File: config.mk
export PLATFORM = sky130hd
export DESIGN_NAME = primorial_inverse_mod_prime
export DESIGN_NICKNAME = d
export VERILOG_FILES = /design/src/rtl/core/pinv_pkg.sv /design/src/rtl/core/pinv_datapath.sv /design/src/rtl/core/pinv_ctrl.sv /design/src/rtl/core/primorial_inverse_mod_prime.sv
export SDC_FILE = /design/constraint.sdc
export NUM_CORES = 2
export LEC_CHECK = 0
export ABC_CLOCK_PERIOD_IN_PS = 11100
export CORE_UTILIZATION = 45
export DETAILED_ROUTE_END_ITERATION = 10
export DONT_BUFFER_PORTS = 1
export GPL_ROUTABILITY_DRIVEN = 1
export PLACE_DENSITY = 0.57
export SLEW_MARGIN = 20
export SYNTH_ARGS = -nofsm -noshare
export SYNTH_HDL_FRONTEND = slang
export SYNTH_SLANG_ARGS = --single-unit
File: constraint.sdc
create_clock -name clk -period 11.1 [get_ports clk]
set_clock_uncertainty 0.2 [all_clocks]
set_input_delay 2.22 -clock clk [delete_from_list [all_inputs] [get_ports clk]]
set_output_delay 2.22 -clock clk [all_outputs]
set_load 0.005 [all_outputs]
File: src/rtl/core/pinv_pkg.sv
// ----------------------------------------------------------------------------
// pinv_pkg
// shared types and constants for the factor product inverse block
// ----------------------------------------------------------------------------
package pinv_pkg;

	localparam int WORD_BITS    = 45;
	localparam int FACTOR_COUNT = 4;
	localparam int IDX_BITS     = 2;
	localparam int BIT_CNT_BITS = 6;

	localparam logic [WORD_BITS-1:0] FACTOR_RESET [FACTOR_COUNT] = '{
		45'd223092870, 45'd2756205443, 45'd907383479, 45'd4132280413
	};

	localparam logic [1:0] STATUS_OK     = 2'd0;
	localparam logic [1:0] STATUS_NO_INV = 2'd1;
	localparam logic [1:0] STATUS_BAD    = 2'd2;

	typedef enum logic [2:0] {
		ST_IDLE,
		ST_CHECK,
		ST_RED,
		ST_MUL,
		ST_GCD_INIT,
		ST_GCD,
		ST_FIN
	} state_t;

	typedef struct packed {
		logic load;
		logic red_clr;
		logic red_step;
		logic mul_clr;
		logic mul_step;
		logic mul_end;
		logic gcd_init;
		logic gcd_step;
	} cmd_t;

	typedef struct packed {
		logic bad_mod;
		logic prod_zero;
		logic gcd_eq;
	} stat_t;

endpackage

File: src/rtl/core/pinv_datapath.sv
// ----------------------------------------------------------------------------
// pinv_datapath
// modular reduction, double-and-add product and binary extended gcd
// ----------------------------------------------------------------------------
module pinv_datapath (
	input  logic                             clk,
	input  logic [pinv_pkg::WORD_BITS-1:0]   modulus,
	input  logic [pinv_pkg::WORD_BITS-1:0]   factor,
	input  logic [pinv_pkg::BIT_CNT_BITS-1:0] bit_sel,
	input  pinv_pkg::cmd_t                   cmd,
	output pinv_pkg::stat_t                  stat,
	output logic [pinv_pkg::WORD_BITS-1:0]   inverse_value,
	output logic [1:0]                       status
);

	localparam int W = pinv_pkg::WORD_BITS;

	logic [W-1:0] p_q, r_q, a_q, acc_q, u_q, v_q, x1_q, x2_q;
	logic [W:0]   red_t, red_n, dbl_t, dbl_n, add_t, add_n;
	logic [W:0]   hx1, hx2, s1, s2;
	logic         mbit;

	// reduction step: r = (2r + bit) mod p
	assign red_t = {r_q, factor[bit_sel]};
	assign red_n = (red_t >= {1'b0, p_q}) ? red_t - {1'b0, p_q} : red_t;

	// product step: acc = 2acc (+ a) mod p, bits of reduced factor msb first
	assign mbit  = r_q[bit_sel];
	assign dbl_t = {acc_q, 1'b0};
	assign dbl_n = (dbl_t >= {1'b0, p_q}) ? dbl_t - {1'b0, p_q} : dbl_t;
	assign add_t = dbl_n + {1'b0, a_q};
	assign add_n = (add_t >= {1'b0, p_q}) ? add_t - {1'b0, p_q} : add_t;

	// halving and subtraction mod p
	assign hx1 = x1_q[0] ? ({1'b0, x1_q} + {1'b0, p_q}) : {1'b0, x1_q};
	assign hx2 = x2_q[0] ? ({1'b0, x2_q} + {1'b0, p_q}) : {1'b0, x2_q};
	assign s1  = (x1_q >= x2_q) ? {1'b0, x1_q} - {1'b0, x2_q}
	                            : {1'b0, x1_q} + {1'b0, p_q} - {1'b0, x2_q};
	assign s2  = (x2_q >= x1_q) ? {1'b0, x2_q} - {1'b0, x1_q}
	                            : {1'b0, x2_q} + {1'b0, p_q} - {1'b0, x1_q};

	always_ff @(posedge clk) begin
		if (cmd.load) begin
			p_q <= modulus;
			a_q <= W'(1);
		end
		if (cmd.red_clr) begin
			r_q <= '0;
		end else if (cmd.red_step) begin
			r_q <= red_n[W-1:0];
		end
		if (cmd.mul_clr) begin
			acc_q <= '0;
		end else if (cmd.mul_step) begin
			acc_q <= mbit ? add_n[W-1:0] : dbl_n[W-1:0];
		end
		// the last accumulate goes straight into the product register
		if (cmd.mul_end) begin
			a_q <= mbit ? add_n[W-1:0] : dbl_n[W-1:0];
		end
		if (cmd.gcd_init) begin
			u_q  <= a_q;
			v_q  <= p_q;
			x1_q <= W'(1);
			x2_q <= '0;
		end else if (cmd.gcd_step) begin
			if (!u_q[0]) begin
				u_q  <= u_q >> 1;
				x1_q <= hx1[W:1];
			end else if (!v_q[0]) begin
				v_q  <= v_q >> 1;
				x2_q <= hx2[W:1];
			end else if (u_q > v_q) begin
				u_q  <= u_q - v_q;
				x1_q <= s1[W-1:0];
			end else if (v_q > u_q) begin
				v_q  <= v_q - u_q;
				x2_q <= s2[W-1:0];
			end
		end
	end

	assign stat.bad_mod   = (p_q < W'(3)) || !p_q[0];
	assign stat.prod_zero = (a_q == '0);
	assign stat.gcd_eq    = (u_q == v_q);

	always_comb begin
		inverse_value = '0;
		if ((p_q < W'(3)) || !p_q[0]) begin
			status = pinv_pkg::STATUS_BAD;
		end else if (a_q == '0 || u_q != W'(1)) begin
			status = pinv_pkg::STATUS_NO_INV;
		end else begin
			status        = pinv_pkg::STATUS_OK;
			inverse_value = x1_q;
		end
	end

endmodule

File: src/rtl/core/pinv_ctrl.sv
// ----------------------------------------------------------------------------
// pinv_ctrl
// sequencer for reduction, product and gcd phases
// ----------------------------------------------------------------------------
module pinv_ctrl (
	input  logic                              clk,
	input  logic                              arst_n,
	input  logic                              start,
	input  logic                              out_free,
	input  pinv_pkg::stat_t                   stat,
	output logic                              idle,
	output logic                              fin,
	output pinv_pkg::cmd_t                    cmd,
	output logic [pinv_pkg::IDX_BITS-1:0]     idx,
	output logic [pinv_pkg::BIT_CNT_BITS-1:0] bit_sel
);

	localparam logic [pinv_pkg::BIT_CNT_BITS-1:0] TOP_BIT =
		pinv_pkg::BIT_CNT_BITS'(pinv_pkg::WORD_BITS - 1);
	localparam logic [pinv_pkg::IDX_BITS-1:0] LAST_IDX =
		pinv_pkg::IDX_BITS'(pinv_pkg::FACTOR_COUNT - 1);

	pinv_pkg::state_t state_q, state_n;
	logic [pinv_pkg::IDX_BITS-1:0]     idx_q;
	logic [pinv_pkg::BIT_CNT_BITS-1:0] bit_q;
	logic last_bit;

	assign last_bit = (bit_q == '0);

	always_comb begin
		state_n = state_q;
		case (state_q)
			pinv_pkg::ST_IDLE:     if (start) state_n = pinv_pkg::ST_CHECK;
			pinv_pkg::ST_CHECK:    state_n = stat.bad_mod ? pinv_pkg::ST_FIN : pinv_pkg::ST_RED;
			pinv_pkg::ST_RED:      if (last_bit) state_n = pinv_pkg::ST_MUL;
			pinv_pkg::ST_MUL: begin
				if (last_bit) begin
					state_n = (idx_q == LAST_IDX) ? pinv_pkg::ST_GCD_INIT : pinv_pkg::ST_RED;
				end
			end
			pinv_pkg::ST_GCD_INIT: state_n = stat.prod_zero ? pinv_pkg::ST_FIN : pinv_pkg::ST_GCD;
			pinv_pkg::ST_GCD:      if (stat.gcd_eq) state_n = pinv_pkg::ST_FIN;
			pinv_pkg::ST_FIN:      if (out_free) state_n = pinv_pkg::ST_IDLE;
			default:               state_n = pinv_pkg::ST_IDLE;
		endcase
	end

	always_comb begin
		cmd  = '0;
		idle = 1'b0;
		fin  = 1'b0;
		case (state_q)
			pinv_pkg::ST_IDLE: begin
				idle     = 1'b1;
				cmd.load = start;
			end
			pinv_pkg::ST_CHECK:    cmd.red_clr = 1'b1;
			pinv_pkg::ST_RED: begin
				cmd.red_step = 1'b1;
				cmd.mul_clr  = last_bit;
			end
			pinv_pkg::ST_MUL: begin
				// last step updates the product and clears the reduction for the next factor
				cmd.mul_step = 1'b1;
				cmd.mul_end  = last_bit;
				cmd.red_clr  = last_bit;
			end
			pinv_pkg::ST_GCD_INIT: cmd.gcd_init = 1'b1;
			pinv_pkg::ST_GCD:      cmd.gcd_step = 1'b1;
			pinv_pkg::ST_FIN:      fin = out_free;
			default:               cmd = '0;
		endcase
	end

	always_ff @(posedge clk or negedge arst_n) begin
		if (!arst_n) begin
			state_q <= pinv_pkg::ST_IDLE;
			idx_q   <= '0;
			bit_q   <= TOP_BIT;
		end else begin
			state_q <= state_n;
			if (state_q == pinv_pkg::ST_IDLE) begin
				idx_q <= '0;
				bit_q <= TOP_BIT;
			end else if (state_q == pinv_pkg::ST_RED || state_q == pinv_pkg::ST_MUL) begin
				bit_q <= last_bit ? TOP_BIT : bit_q - 1'b1;
				if (state_q == pinv_pkg::ST_MUL && last_bit) begin
					idx_q <= idx_q + 1'b1;
				end
			end
		end
	end

	assign idx     = idx_q;
	assign bit_sel = bit_q;

endmodule

File: src/rtl/core/primorial_inverse_mod_prime.sv
// ----------------------------------------------------------------------------
// primorial_inverse_mod_prime
// inverse modulo p of the product of four configured factors
// ----------------------------------------------------------------------------
// sequence: a modulus check, then per factor a bit-serial reduction and a
// double-and-add multiply, then gcd setup, the binary gcd and a finish state;
// a bad modulus skips to finish after the check, a zero product after gcd setup
// throughput: one item at a time; a new modulus is taken once the controller
// is back in idle, while an earlier result may still wait in the output register
// reset: arst_n clears the controller and output valid and reloads the factors
// ----------------------------------------------------------------------------
module primorial_inverse_mod_prime (
	input  logic        clk,
	input  logic        arst_n,
	// configuration write port
	input  logic        cfg_en,
	input  logic [1:0]  cfg_index,
	input  logic [44:0] cfg_data,
	// input stream
	input  logic        s_tvalid,
	output logic        s_tready,
	input  logic [47:0] s_tdata,   // [44:0] modulus, [47:45] zero
	// output stream
	output logic        m_tvalid,
	input  logic        m_tready,
	output logic [47:0] m_tdata    // [44:0] inverse_value, [46:45] status, [47] zero
);

	localparam int W = pinv_pkg::WORD_BITS;

	// factor registers
	logic [W-1:0] factor_q [pinv_pkg::FACTOR_COUNT];

	always_ff @(posedge clk or negedge arst_n) begin
		if (!arst_n) begin
			for (int i = 0; i < pinv_pkg::FACTOR_COUNT; i++) begin
				factor_q[i] <= pinv_pkg::FACTOR_RESET[i];
			end
		end else if (cfg_en) begin
			factor_q[cfg_index] <= cfg_data;
		end
	end

	pinv_pkg::cmd_t  cmd;
	pinv_pkg::stat_t stat;
	logic            idle, fin, start, out_free;
	logic [pinv_pkg::IDX_BITS-1:0]     idx;
	logic [pinv_pkg::BIT_CNT_BITS-1:0] bit_sel;
	logic [W-1:0]    inv;
	logic [1:0]      status;
	logic            out_valid_q;
	logic [W-1:0]    out_inv_q;
	logic [1:0]      out_status_q;

	assign s_tready = idle;
	assign start    = s_tvalid && idle;
	assign out_free = !out_valid_q || m_tready;

	pinv_ctrl u_ctrl (
		.clk      (clk),
		.arst_n   (arst_n),
		.start    (start),
		.out_free (out_free),
		.stat     (stat),
		.idle     (idle),
		.fin      (fin),
		.cmd      (cmd),
		.idx      (idx),
		.bit_sel  (bit_sel)
	);

	pinv_datapath u_dp (
		.clk           (clk),
		.modulus       (s_tdata[W-1:0]),
		.factor        (factor_q[idx]),
		.bit_sel       (bit_sel),
		.cmd           (cmd),
		.stat          (stat),
		.inverse_value (inv),
		.status        (status)
	);

	// output register, loaded when the result is final and the slot is free
	always_ff @(posedge clk or negedge arst_n) begin
		if (!arst_n) begin
			out_valid_q <= 1'b0;
		end else if (fin) begin
			out_valid_q <= 1'b1;
		end else if (m_tready) begin
			out_valid_q <= 1'b0;
		end
	end

	always_ff @(posedge clk) begin
		if (fin) begin
			out_inv_q    <= inv;
			out_status_q <= status;
		end
	end

	assign m_tvalid = out_valid_q;
	assign m_tdata  = {1'b0, out_status_q, out_inv_q};

endmodule
# Word level (Yosys, flattened, before mapping)
# Cells that the tools add are included.
# totals
register_bits	599
in_bits	100
out_inout_bits	50
wordCells	159
# op_classes
add_sub_neg	14
n_lt_le_gt_ge	12
n_eq_ne	22
muxes	63
bitwise	2
n_reduce_logical	26
# op_table
cell	n
$mux W45	27
$sub A45 B45 Y45	8
$bwmux W180	1
$ge A46 B45 Y1	3
$mux W46	3
$add A45 B45 Y46	2
$bmux W45 S2	1
$demux W45 S2	1
$ge A45 B45 Y1	2
$gt A45 B45 Y1	2
$add A46 B45 Y46	1
$sub A46 B45 Y46	1
$eq A45 B45 Y1	1
$logic_not A45 Y1	1
$lt A45 B2 Y1 const B	1
$ne A45 B1 Y1 const B	1
$mux W3	7
$pmux W3 S7	1
$mux W6	3
$bmux W1 S6	2
$mux W2	6
$ne A3 B3 Y1 const B	4
$reduce_bool A2 Y1	6
$mux W1	10
other kinds (23)	44

# Logic depth before layout (Yosys ltp)
# depth
ltp_word	8
depth_mapped	43
depth_no_buf	37

# Modules after synthesis
# A second synthesis with hierarchy kept.
# hier_totals
hier_cells	7010
hier_area_um2	58633.7
# modules_own_cells
mod	n_inst	cells_per_inst	area_each_um2	seq_area_each_um2
pinv_datapath	1	6433	48181.2	9008.6
primorial_inverse_mod_prime	1	491	9708.1	6012.0
pinv_ctrl	1	86	744.5	279.0

# Least setup slack after synthesis
# OpenSTA, ideal clock, no wires.
# synth_timing
path_type	flip-flop to flip-flop
from	register u_dp.p_q[1]
to	register u_dp.a_q[25] (data pin)
setup_time_ns	0.265
t_arrival_ns	8.423
required_time_ns	10.635
slack_ns	2.212
path_stages_with_launch	38
n_path_buf	6
synth_period_minus_slack_ns	8.888
cell_sequence	edfxtp_1 -> inv_1 -> fa_1 -> a211oi_1 -> nor2_1 -> o31a_1 -> a22o_1 -> o211ai_1 -> a211o_1 -> and2_1 -> clkbuf_1 -> clkbuf_1 -> buf_1 -> nor2_1 -> ha_1 -> fa_1 -> a211oi_1 -> o211a_1 -> (+2 left out) -> o21ai_1 -> a21oi_1 -> o2bb2ai_1 -> xnor2_1 -> ha_1 -> clkbuf_1 -> nand4_1 -> or2_2 -> or4_1 -> a211oi_1 -> o21ai_0 -> o211a_1 -> or4b_1 -> nand2_1 -> buf_4 -> buf_2 -> a211oi_1 -> nor3_1
# synth_via
elab_chain_len	7
elab_cells_between_ends	9
classes_between	add/sub: 3; order compare: 2; mux: 4
# synth_lines
element	line	rtl
from (decl)	pinv_datapath.sv:18	logic [W-1:0] p_q, r_q, a_q, acc_q, u_q, v_q, x1_q, x2_q;
from (signal assigned)	pinv_datapath.sv:44	p_q <= modulus;
$sub A46 B45 Y46 / $ge A46 B45 Y1 (equally long branches)	pinv_datapath.sv:30	assign dbl_n = (dbl_t >= {1'b0, p_q}) ? dbl_t - {1'b0, p_q} : dbl_t;
$mux W46	pinv_datapath.sv:30	
$add A46 B45 Y46	pinv_datapath.sv:31	assign add_t = dbl_n + {1'b0, a_q};
$sub A45 B45 Y45 / $ge A46 B45 Y1 (equally long branches)	pinv_datapath.sv:32	assign add_n = (add_t >= {1'b0, p_q}) ? add_t - {1'b0, p_q} : add_t;
$mux W45	pinv_datapath.sv:32	
$mux W45 (*)	pinv_datapath.sv:59	a_q <= mbit ? add_n[W-1:0] : dbl_n[W-1:0];
$mux W45 (*)	pinv_datapath.sv:58	if (cmd.mul_end) begin
to (signal assigned)	pinv_datapath.sv:59	
to (decl)	pinv_datapath.sv:18	
# Mark *: on every way between the ends. The rest lies on a longest branch, timed or not.
# A chain may end at the register's enable or synchronous reset.

# Worst setup path in the final report
# layout_timing
from	register u_dp.p_q[18]
to	register u_dp.a_q[13] (data pin)
# layout_via
elab_chain_len	7
elab_cells_between_ends	9
classes_between	add/sub: 3; order compare: 2; mux: 4
# layout_lines
element	line
$sub A46 B45 Y46 / $ge A46 B45 Y1 (equally long branches)	pinv_datapath.sv:30
$mux W46	pinv_datapath.sv:30
$add A46 B45 Y46	pinv_datapath.sv:31
$ge A46 B45 Y1 / $sub A45 B45 Y45 (equally long branches)	pinv_datapath.sv:32
$mux W45	pinv_datapath.sv:32
$mux W45 (*)	pinv_datapath.sv:59
$mux W45 (*)	pinv_datapath.sv:58
# Marks and branches as above.

==> impl_results.md <==
* CTS tree: done
* CP startpoint: u_dp.p_q[18]
* Routed wire length at around 230 mm
* Via density per instance at 6.40
* Worst-Margin Slew at 1.25 ns
* Num CTS Buffers at around 80
* Endpoints failing hold at 0
* Yosys top cell by area: edfxtp_1
* First-pass GRT wire length at 334 mm
* Worst R2R End: u_dp.a_q[13]
* Total number of vias at roughly 54,000
* WP data arrival at 11.21 ns
* FF-to-FF Start: u_dp.p_q[18]
* Proportion of netlist area held by the largest area contributor at 11.8%
* Highest clock rate at 92.2 MHz
* CTS sink count at 599
* GRT Residual Overflow at 0
* Slowest CP cell: edfxtp_1
* Later-pin clock latency in the skew report at 0.73 ns
* Avg Inst Size Synth at around 8.4 um^2
* Pre-antenna DRT Iters at 9
* Syn_nets at 7,503
* Hold Path Class: reg2reg
* DP Worst Slack at 0.710 ns
* Tot GR Track Use at between 30% and 40%
* Die span in y at 360 um
* Nets at between 7,000 and 8,000
* Post-synth EDFFs at 227
* Final setup margin at 0.256 ns
* Die footprint at between 100,000 and 150,000 um^2
* Library cells used by synthesis at 95
* Final Setup Violations at 0
* DIE WIDTH at 360 um
* CTS H-tree lvls at 3
* Worst endpoint required time at approximately 11 ns
* Commonest non-fill, non-tap cell in the layout: a21oi_1
* Area contributors post-synth: edfxtp_1 12%, ha_1 12%, a21oi_1 6.3%
* Critical Path End: u_dp.a_q[13]
* Final Critical Period at 10.84 ns
* FFs w/ async S/R, synth at 32.1%
* Largest net degree at the start of global routing at 193
* Number of port buffers at 0
* Final ANT Viol Nets at 0
* Site Rows at 130
* Residual DRC count at 0
* Initial antenna violation count at 22
* Unrepaired setup endpoints after global routing: no
* Post-Syn Area at between 50,000 and 60,000 um^2
* I/O pin cnt at 150
* Vias in the first global route at between 50,000 and 60,000
* Layout Area Growth over Synthesis at 8.12%
* DP HPWL at 173 mm
* Clock buffer depth at 3
* Slew HR at approximately 14%
* Reg clk slew, reported paths at 0.06 ns
* Fin crit share at 97.7%
* Core Footprint at 126,000 um^2
* Setup TNS at 0 ns
* Crit-path max cell delay at about 0.62 ns
* Starting Density at 45.6%
* Number of cells on the worst reg-to-reg path at 32
* Layout cells sized above 1 at 9.65%
* R2R Setup Slk at 0.26 ns
* Sequential share of the synthesized area at 26.5%
* Routability cong. at 1.01
* CTS root buffer: clkbuf_16
* Status: complete, no violations
* Prevailing post-synth register cell: edfxtp_1
* 1st-iter DRT viols at 5,677
* Setup crit start kind: flip-flop
* Crit. End Element: flip-flop
* Worst Path Class, Setup: reg2reg
* Crit Path Max Fanout at 27
* Fin. max-slew vios at 0
* Max Cap Viol at 0
* Syn Inst Count at ~7,000
* Postcts setup bufs at 0
* #FFs+latches synth at 599
* WL/cell at 27.0 um
* Most frequent cells in the layout: 727 x a21oi_1, 541 x ha_1, 481 x nand2_1
* Yosys warning count at 0
layout make-up:
class	instances	area, um^2
inverters	405	1530
clock buffers	102	2130
repair buffers	130	1000
clock inverters	44	658
multi-input cells	5485	39600
diodes	5	12.5
well taps	1650	2060
flip-flops and latches	599	15300
fillers	12200	64100
stage by stage:
| stage | utilization [%] | cell area, um^2 | std cells | hold slack, ns |
|---|---|---|---|---|
| after global placement | 47.1 | 59500 | 8269 | 0.282 |
| after detailed placement | 47.1 | 59500 | 8269 | 0.280 |
| after CTS | 49.3 | 62300 | 8415 | 0.290 |
| after global routing | 49.3 | 62300 | 8415 | 0.309 |
| after floorplan | - | 57600 | 6850 | 0.247 |
| final | 49.3 | 62300 | 8420 | 0.289 |
synthesized netlist by cell type (70+ instances only):
library cell	instances
nor3_1	122
mux4_2	70
inv_1	400
nand3_1	124
a21o_1	322
mux2_2	189
nor2_1	475
a21oi_1	729
nand2_1	482
and3_1	81
dfrtp_1	132
mux2i_1	91
clkbuf_1	320
o211ai_1	75
edfxtp_1	227
o21ai_0	418
a211oi_1	126
nand4_1	100
a31oi_1	83
nand2b_1	81
ha_1	541
dfxtp_1	180
xnor2_1	324
o21bai_1	115
xor2_1	168
sequential cells by signal, indices dropped and copies added, names as in the netlist, 3 cells and up:
signal and count:
u_ctrl.state_q 3, u_dp.x1_q 45, u_dp.v_q 45, out_inv_q 45, u_dp.a_q 45, u_ctrl.bit_sel 6, u_dp.r_q 45, u_dp.acc_q 45
u_dp.p_q 45, u_dp.u_q 45, u_dp.x2_q 45, factor_q 180
how the worst min path moves through the flow:
| stage | from | end | slack [ns] | cells past startpoint |
|---|---|---|---|---|
| after floorplan | u_dp.acc_q[34] | u_dp.acc_q[34] | 0.25 | 2 |
| after global placement | u_dp.acc_q[44] | u_dp.acc_q[44] | 0.28 | 2 |
| after detailed placement | u_dp.acc_q[44] | u_dp.acc_q[44] | 0.28 | 2 |
| after CTS | u_dp.acc_q[44] | u_dp.acc_q[44] | 0.29 | 2 |
| after global routing | u_dp.acc_q[44] | u_dp.acc_q[44] | 0.31 | 2 |
| final | u_dp.acc_q[44] | u_dp.acc_q[44] | 0.29 | 2 |
kinds of logic after synthesis:
kind of cell,count (synthesis),share of synthesized area (%)
mux,351,8.03
simple gates,1706,14.0
buf+inv,766,5.02
xor+xnor,492,7.48
fa+ha+maj,553,12.2
flops,599,26.5
compound gates,2382,26.7
other cells,1,0.00651
layer usage:
metal / track usage (%) / part of all wire (%)
met3: 7.45 / 8.4
met4: 15.3 / 5.1
met1: 44.7 / 43
met2: 53.2 / 44
met5: 0 / 0.047
repair_timing:
| item | CTS | global route |
|---|---|---|
| gates resized for setup | 0 | 1 |
| hold buffers | 0 | 0 |
| setup endpoints to repair | 0 | 3 |
critical path: cells and delay by family, from the launching register on:
kind,cells,cell delay [ns]
adder cells (fa/ha/maj),3,1.44
AND/OR/NAND/NOR,8,1.87
buffers and inverters,4,1.12
flip-flops,1,0.62
AO/OA/AOI/OAI,17,5.42
Power is left out: the tool's default activity adds up to more than one toggle a clock period on the data nets, which glitch-free logic cannot reach.
